## src/design/sitda_pkg.sv

```systemverilog
// Shared types, constants and tables for the signed integer to decimal text converter.
package sitda_pkg;

   localparam int unsigned VALUE_W = 32;  // input integer width
   localparam int unsigned CODE_W  = 6;   // output character code width
   localparam int unsigned DIGIT_W = 4;   // one decimal digit
   localparam int unsigned POS_W   = 4;   // decimal position 0..9
   localparam int unsigned WSEL_W  = 2;   // weight step 8,4,2,1 within a digit
   localparam int unsigned TRIAL_W = 34;  // holds 8 * 10^9

   localparam logic [POS_W-1:0]  TOP_POS   = 4'd9;
   localparam logic [WSEL_W-1:0] LAST_WSEL = 2'd3;

   localparam logic [CODE_W-1:0] DIGIT_BASE = 6'd48;  // '0'
   localparam logic [CODE_W-1:0] MINUS_CODE = 6'd45;  // '-'

   // Controller to datapath
   typedef struct packed {
      logic load;       // capture a new value
      logic sign_emit;  // put out the minus sign if the value is negative
      logic step;       // one compare/subtract step
   } ctrl_cmd_type;

   // Datapath to controller
   typedef struct packed {
      logic conv_end;   // current step is the last weight of the units digit
   } dp_status_type;

   // Powers of ten, position 0 is the units digit
   function automatic logic [TRIAL_W-1:0] pow10(input logic [POS_W-1:0] pos);
      logic [TRIAL_W-1:0] p;
      case (pos)
         4'd0:    p = 34'd1;
         4'd1:    p = 34'd10;
         4'd2:    p = 34'd100;
         4'd3:    p = 34'd1000;
         4'd4:    p = 34'd10000;
         4'd5:    p = 34'd100000;
         4'd6:    p = 34'd1000000;
         4'd7:    p = 34'd10000000;
         4'd8:    p = 34'd100000000;
         4'd9:    p = 34'd1000000000;
         default: p = '0;
      endcase
      return p;
   endfunction

endpackage

```

## src/design/sitda_ctrl.sv

```systemverilog
// Sequencer: sign state, then forty compare/subtract steps.
module sitda_ctrl import sitda_pkg::*; (
   input  logic          clock,
   input  logic          reset,
   input  logic          start,
   input  dp_status_type status,
   output ctrl_cmd_type  cmd,
   output logic          busy
);

   typedef enum logic [2:0] {
      ST_IDLE = 3'b001,
      ST_SIGN = 3'b010,
      ST_CONV = 3'b100
   } state_type;

   state_type state_ff, state_in;

   always_comb begin
      state_in      = state_ff;
      cmd           = '0;
      unique case (state_ff)
         ST_IDLE: begin
            if (start) begin
               cmd.load = 1'b1;
               state_in = ST_SIGN;
            end
         end
         ST_SIGN: begin
            cmd.sign_emit = 1'b1;
            state_in      = ST_CONV;
         end
         ST_CONV: begin
            cmd.step = 1'b1;
            if (status.conv_end) begin
               state_in = ST_IDLE;
            end
         end
         default: begin
            state_in = ST_IDLE;
         end
      endcase
   end

   assign busy = (state_ff != ST_IDLE);

   always_ff @(posedge clock) begin
      if (reset) begin
         state_ff <= ST_IDLE;
      end else begin
         state_ff <= state_in;
      end
   end

endmodule

```

## src/design/sitda_dp.sv

```systemverilog
// Magnitude register, digit builder and output register.
module sitda_dp import sitda_pkg::*; (
   input  logic                      clock,
   input  logic                      reset,
   input  ctrl_cmd_type              cmd,
   input  logic signed [VALUE_W-1:0] req_value,
   output dp_status_type             status,
   output logic                      rsp_valid,
   output logic [CODE_W-1:0]         rsp_char_code,
   output logic                      rsp_last_char
);

   logic [VALUE_W-1:0] mag_ff, mag_in;
   logic               neg_ff, neg_in;
   logic [POS_W-1:0]   pos_ff, pos_in;
   logic [WSEL_W-1:0]  wsel_ff, wsel_in;
   logic [DIGIT_W-1:0] digit_ff, digit_in;
   logic               started_ff, started_in;
   logic               valid_ff, valid_in;
   logic [CODE_W-1:0]  code_ff, code_in;
   logic               last_ff, last_in;

   logic [TRIAL_W-1:0] trial;
   logic [TRIAL_W-1:0] mag_wide;
   logic [TRIAL_W-1:0] diff;
   logic               ge;
   logic [DIGIT_W-1:0] weight;
   logic [DIGIT_W-1:0] digit_new;
   logic               digit_end;

   // trial = 10^pos * weight, weight 8,4,2,1
   assign trial     = pow10(pos_ff) << (LAST_WSEL - wsel_ff);
   assign mag_wide  = {{(TRIAL_W-VALUE_W){1'b0}}, mag_ff};
   assign diff      = mag_wide - trial;
   assign ge        = (mag_wide >= trial);
   assign weight    = 4'b1000 >> wsel_ff;
   assign digit_new = digit_ff | (ge ? weight : '0);
   assign digit_end = (wsel_ff == LAST_WSEL);

   assign status.conv_end = digit_end && (pos_ff == '0);

   always_comb begin
      mag_in     = mag_ff;
      neg_in     = neg_ff;
      pos_in     = pos_ff;
      wsel_in    = wsel_ff;
      digit_in   = digit_ff;
      started_in = started_ff;
      valid_in   = 1'b0;
      code_in    = code_ff;
      last_in    = last_ff;

      if (cmd.load) begin
         neg_in     = req_value[VALUE_W-1];
         // most negative value wraps to itself, which is the right magnitude
         mag_in     = req_value[VALUE_W-1] ? (~req_value + 1'b1) : req_value;
         pos_in     = TOP_POS;
         wsel_in    = '0;
         digit_in   = '0;
         started_in = 1'b0;
      end

      if (cmd.sign_emit && neg_ff) begin
         valid_in = 1'b1;
         code_in  = MINUS_CODE;
         last_in  = 1'b0;  // at least one digit always follows
      end

      if (cmd.step) begin
         if (ge) begin
            mag_in = diff[VALUE_W-1:0];
         end
         if (digit_end) begin
            // leading zeros are dropped, the units digit always goes out
            valid_in   = started_ff || (digit_new != '0) || (pos_ff == '0);
            code_in    = DIGIT_BASE + {{(CODE_W-DIGIT_W){1'b0}}, digit_new};
            last_in    = (pos_ff == '0);
            started_in = started_ff || (digit_new != '0);
            digit_in   = '0;
            wsel_in    = '0;
            if (pos_ff != '0) begin
               pos_in = pos_ff - 1'b1;
            end
         end else begin
            digit_in = digit_new;
            wsel_in  = wsel_ff + 1'b1;
         end
      end
   end

   always_ff @(posedge clock) begin
      if (reset) begin
         valid_ff   <= 1'b0;
         pos_ff     <= '0;
         wsel_ff    <= '0;
         started_ff <= 1'b0;
      end else begin
         valid_ff   <= valid_in;
         pos_ff     <= pos_in;
         wsel_ff    <= wsel_in;
         started_ff <= started_in;
      end
   end

   always_ff @(posedge clock) begin
      mag_ff   <= mag_in;
      neg_ff   <= neg_in;
      digit_ff <= digit_in;
      code_ff  <= code_in;
      last_ff  <= last_in;
   end

   assign rsp_valid     = valid_ff;
   assign rsp_char_code = code_ff;
   assign rsp_last_char = last_ff;

endmodule

```

## src/design/signed_int_to_decimal_ascii.sv

```systemverilog
// Top level: signed 32-bit integer to decimal ASCII text, one character per transfer.
//
// A value is taken when start is high and busy is low. The block then
// deals with the sign first, then with ten decimal positions of four
// compare/subtract steps each (weights 8, 4, 2, 1 times the power of ten),
// all on one 34-bit comparator and subtractor. Characters leave most
// significant first, each on rsp_char_code for exactly one cycle with
// rsp_valid high; the receiver cannot stall, so every strobed character must
// be taken on that cycle. A negative value opens with '-' (45); leading zeros
// are dropped and zero gives a single '0'. The most negative value comes out
// as -2147483648. rsp_last_char marks the final character, which appears in
// the cycle busy falls, so a new start can be issued right then.
module signed_int_to_decimal_ascii import sitda_pkg::*; (
   input  logic                      clock,
   input  logic                      reset,
   input  logic                      start,
   output logic                      busy,
   input  logic signed [VALUE_W-1:0] req_value,
   output logic                      rsp_valid,
   output logic [CODE_W-1:0]         rsp_char_code,
   output logic                      rsp_last_char
);

   ctrl_cmd_type  cmd;
   dp_status_type status;

   sitda_ctrl u_ctrl (
      .clock  (clock),
      .reset  (reset),
      .start  (start),
      .status (status),
      .cmd    (cmd),
      .busy   (busy)
   );

   sitda_dp u_dp (
      .clock         (clock),
      .reset         (reset),
      .cmd           (cmd),
      .req_value     (req_value),
      .status        (status),
      .rsp_valid     (rsp_valid),
      .rsp_char_code (rsp_char_code),
      .rsp_last_char (rsp_last_char)
   );

   // accepted transfer always starts work
   a_start_busy: assert property (@(posedge clock) disable iff (reset)
      start && !busy |=> busy)
      else $error("busy not raised after start");

   // final character shows as the block goes idle
   a_last_idle: assert property (@(posedge clock) disable iff (reset)
      rsp_valid && rsp_last_char |-> !busy)
      else $error("last character while still busy");

   // earlier characters only while the value is in progress
   a_mid_busy: assert property (@(posedge clock) disable iff (reset)
      rsp_valid && !rsp_last_char |-> busy)
      else $error("non-final character while idle");

   // only a minus sign or a digit ever goes out
   a_code_range: assert property (@(posedge clock) disable iff (reset)
      rsp_valid |-> (rsp_char_code == MINUS_CODE) ||
                    (rsp_char_code >= DIGIT_BASE && rsp_char_code <= 6'd57))
      else $error("bad character code");

endmodule
```

## config.mk

```make
export PLATFORM = sky130hd
export DESIGN_NAME = signed_int_to_decimal_ascii
export DESIGN_NICKNAME = d
export VERILOG_FILES = /design/src/design/sitda_pkg.sv /design/src/design/sitda_ctrl.sv /design/src/design/sitda_dp.sv /design/src/design/signed_int_to_decimal_ascii.sv
export SDC_FILE = /design/constraint.sdc
export NUM_CORES = 1
export LEC_CHECK = 0
export BUFFER_PORTS_ARGS = -buffer_cell sky130_fd_sc_hd__clkbuf_2
export CAP_MARGIN = 20
export CELL_PAD_IN_SITES_DETAIL_PLACEMENT = 0
export CELL_PAD_IN_SITES_GLOBAL_PLACEMENT = 1
export CORE_UTILIZATION = 50
export DETAILED_ROUTE_END_ITERATION = 8
export PLACE_DENSITY = 0.87
export SLEW_MARGIN = 20
export SYNTH_ARGS = -nofsm -noshare
export SYNTH_HDL_FRONTEND = slang
export SYNTH_SLANG_ARGS = --single-unit
```

## constraint.sdc

```tcl
create_clock -name clock -period 8.8 [get_ports clock]
set_clock_uncertainty 0.05 [all_clocks]
set_input_delay 1.76 -clock clock [delete_from_list [all_inputs] [get_ports clock]]
set_output_delay 1.76 -clock clock [all_outputs]
set_load 0.005 [all_outputs]
```

==> run summary <==
synthesized netlist cell count -> 744
Required @ worst endpoint -> 9040 ps
total clock buffers created by CTS -> 9
Clk network pwr share -> 0.286
clock latency on the worst-skew pair -> 340 ps
Post-DRT Antenna Nets -> 0
max-slew headroom at the worst pin -> 0.541
total gr overflow -> 0
H-tree depth -> 3
nets -> 850
CTS Sinks -> 78
# setup viols final -> 0
Final Max Tran Viols -> 0
PortBufs -> 43
Synth Flop Type -> dfxtp_1
synthesized cell area -> 5960 um^2
postcts setup bufs -> 0
CTS tree -> yes
status -> finished with violations
Final Hold Viols -> 0
Fill cells -> 1,072
Post-synth EDFFs -> 5
All-Layer GR Usage -> 0.253
drt initial violations -> 368
RSZ-0062 raised after global routing -> no
Seq pwr share -> 0.337
Pwr Density -> 198 nW/um^2
core area -> 11,500 um^2
Routability Congestion -> 0.882
Synth Area per Inst -> 8.01 um^2
Worst setup EP type -> register
Routed Wire Length -> 14.9 mm
fmax -> 239 MHz
Via Count -> 5,413
count of cell types in the netlist -> 59
total area of sequential cells -> 1610 um^2
Hold Buf Count CTS -> 0
WL per Instance -> 16.2 um
internal power -> 0.000834 W
n_diodes -> 0
first-pass GRT wire length -> 25.3 mm
initial antenna violation count -> 0
Slew @ Worst Pin -> 687 ps
ratio of cells with drive above 1 in the final layout -> 0.129
commonest cells after routing, fill and taps aside -> nand2_1 (90), dfxtp_1 (73), o21ai_0 (64)
Via density -> 5.88
CP arrival -> 4430 ps
Worst Setup Start Kind -> primary input
die height -> 111 um
worst hold path type -> register to register
post-synthesis sequential area ratio -> 0.270
Sw Ratio -> 0.361
dpl hpwl -> 11.6 mm
top post-synthesis cells by area -> dfxtp_1 (25%), ha_1 (8.8%), nand2_1 (5.7%)
final cycle utilization of the critical path -> 0.476
DRC Markers -> 18
clock buffer depth -> 2
multi-input combinational cell area -> 4100 um^2
# rows -> 39
Initial Utilization -> 0.518
total power -> 0.00130 W
static leakage -> 2.67 nW
clk slew on worst S/H paths -> 60 ps
io pins -> 44
max_cap viols -> 0
Comb pwr share -> 0.377
Root Buffer -> clkbuf_16
sw power -> 0.000471 W
largest net degree at the start of global routing -> 60
die area -> 12,400 um^2
asr flop ratio synth -> 0
post-cts sizing count -> 0
commonest non-fill, non-tap cell in the layout -> nand2_1
Synth Register Bits -> 78
Syn. warnings -> 0
1st-pass router iterations -> 7
Yosys top cell area share -> 0.245
Max FO, Critical Path -> 59
fin crit period -> 4190 ps
WS Path Type -> primary input to register
setup TNS -> 0 ps
VDD IR max -> 0.000104 V
failing checks -> design-rule violations
Layout Area Growth over Synthesis -> 10.3%
area leader, netlist -> dfxtp_1
Die Width -> 111 um
Mapped Nets -> 822
vias in the first global route -> 5,088
## layer usage
metal	up-vias	share of wire	track usage
met4	0	0.0074	0.0604
met2	142	0.44	0.390
met1	2498	0.51	0.366
met3	9	0.049	0.0410
li1	2764	-	-
met5	-	0	0
## power groups by stage
stage               registers [W]  clock network, W  logic [W]
global placement         0.000446                 0   0.000478
finish                   0.000440          0.000373   0.000491
CTS                      0.000439          0.000382   0.000487
floorplan                0.000435                 0   0.000376
detailed placement       0.000447                 0   0.000483
global route             0.000446          0.000398   0.000553
## critical path: stages
cell and delay [ps]:
clkbuf_2 80, nand3_1 480, clkinv_1 200, buf_4 520
nor3_1 110, a21oi_1 190, nand2b_1 170, inv_1 180
ha_1 200, inv_1 70, nor4_1 320, nand2b_1 140
## cells in the mapped netlist, types with 16 or more instances
cell / number
nor2_1: 48
dfxtp_1: 73
nor3_1: 16
xor2_1: 35
o211ai_1: 27
xnor2_1: 21
o21ai_0: 64
clkbuf_1: 21
a21oi_1: 56
inv_1: 37
nand2_1: 90
ha_1: 42
## path summary, 6_finish.rpt
check | cells past startpoint | from | to | slack (ps)
worst max-delay path | 12 | start | register | 4610
worst min-delay path | 1 | u_dp.rsp_char_code[5]$_DFF_P_ | u_dp.rsp_char_code[5]$_DFF_P_ | 400
worst max register to register | 14 | u_dp.wsel_ff[0]$_SDFFE_PP0P_ | u_dp.mag_ff[31]$_DFF_P_ | 4660
worst min register to register | 1 | u_dp.rsp_char_code[5]$_DFF_P_ | u_dp.rsp_char_code[5]$_DFF_P_ | 400
## kinds of logic after synthesis
| family | after synthesis | synth area share |
|---|---|---|
| xor gates and xnor gates | 56 | 0.0823 |
| buffers and inverters | 68 | 0.0439 |
| adders and majority gates | 43 | 0.0915 |
| AOI/OAI and AO/OA | 227 | 0.240 |
| and+or+nand+nor | 247 | 0.206 |
| muxes | 25 | 0.0665 |
| DFF | 78 | 0.270 |
## through the flow
stage | instance area, um^2 | util | worst slack, ps | std cells | hold slack, ps
3_3_place_gp | 6280 | 0.545 | 4330 | 904 | 379
4_1_cts | 6580 | 0.571 | 4610 | 920 | 398
5_1_grt | 6580 | 0.571 | 4240 | 920 | 427
3_5_place_dp | 6280 | 0.545 | 4270 | 904 | 385
6_report | 6580 | 0.571 | 4610 | 920 | 396
2_1_floorplan | 5960 | - | 4680 | 744 | 389
## area by class of cell
| cell class | instances | area share |
|---|---|---|
| tap | 143 | 0.0272 |
| inverter | 38 | 0.0217 |
| multi-input combinational | 598 | 0.623 |
| timing repair buffer | 47 | 0.0373 |
| sequential | 78 | 0.245 |
| clock buffer | 10 | 0.0348 |
| clock inverter | 6 | 0.0107 |
Power figures use the tool's default switching activity.
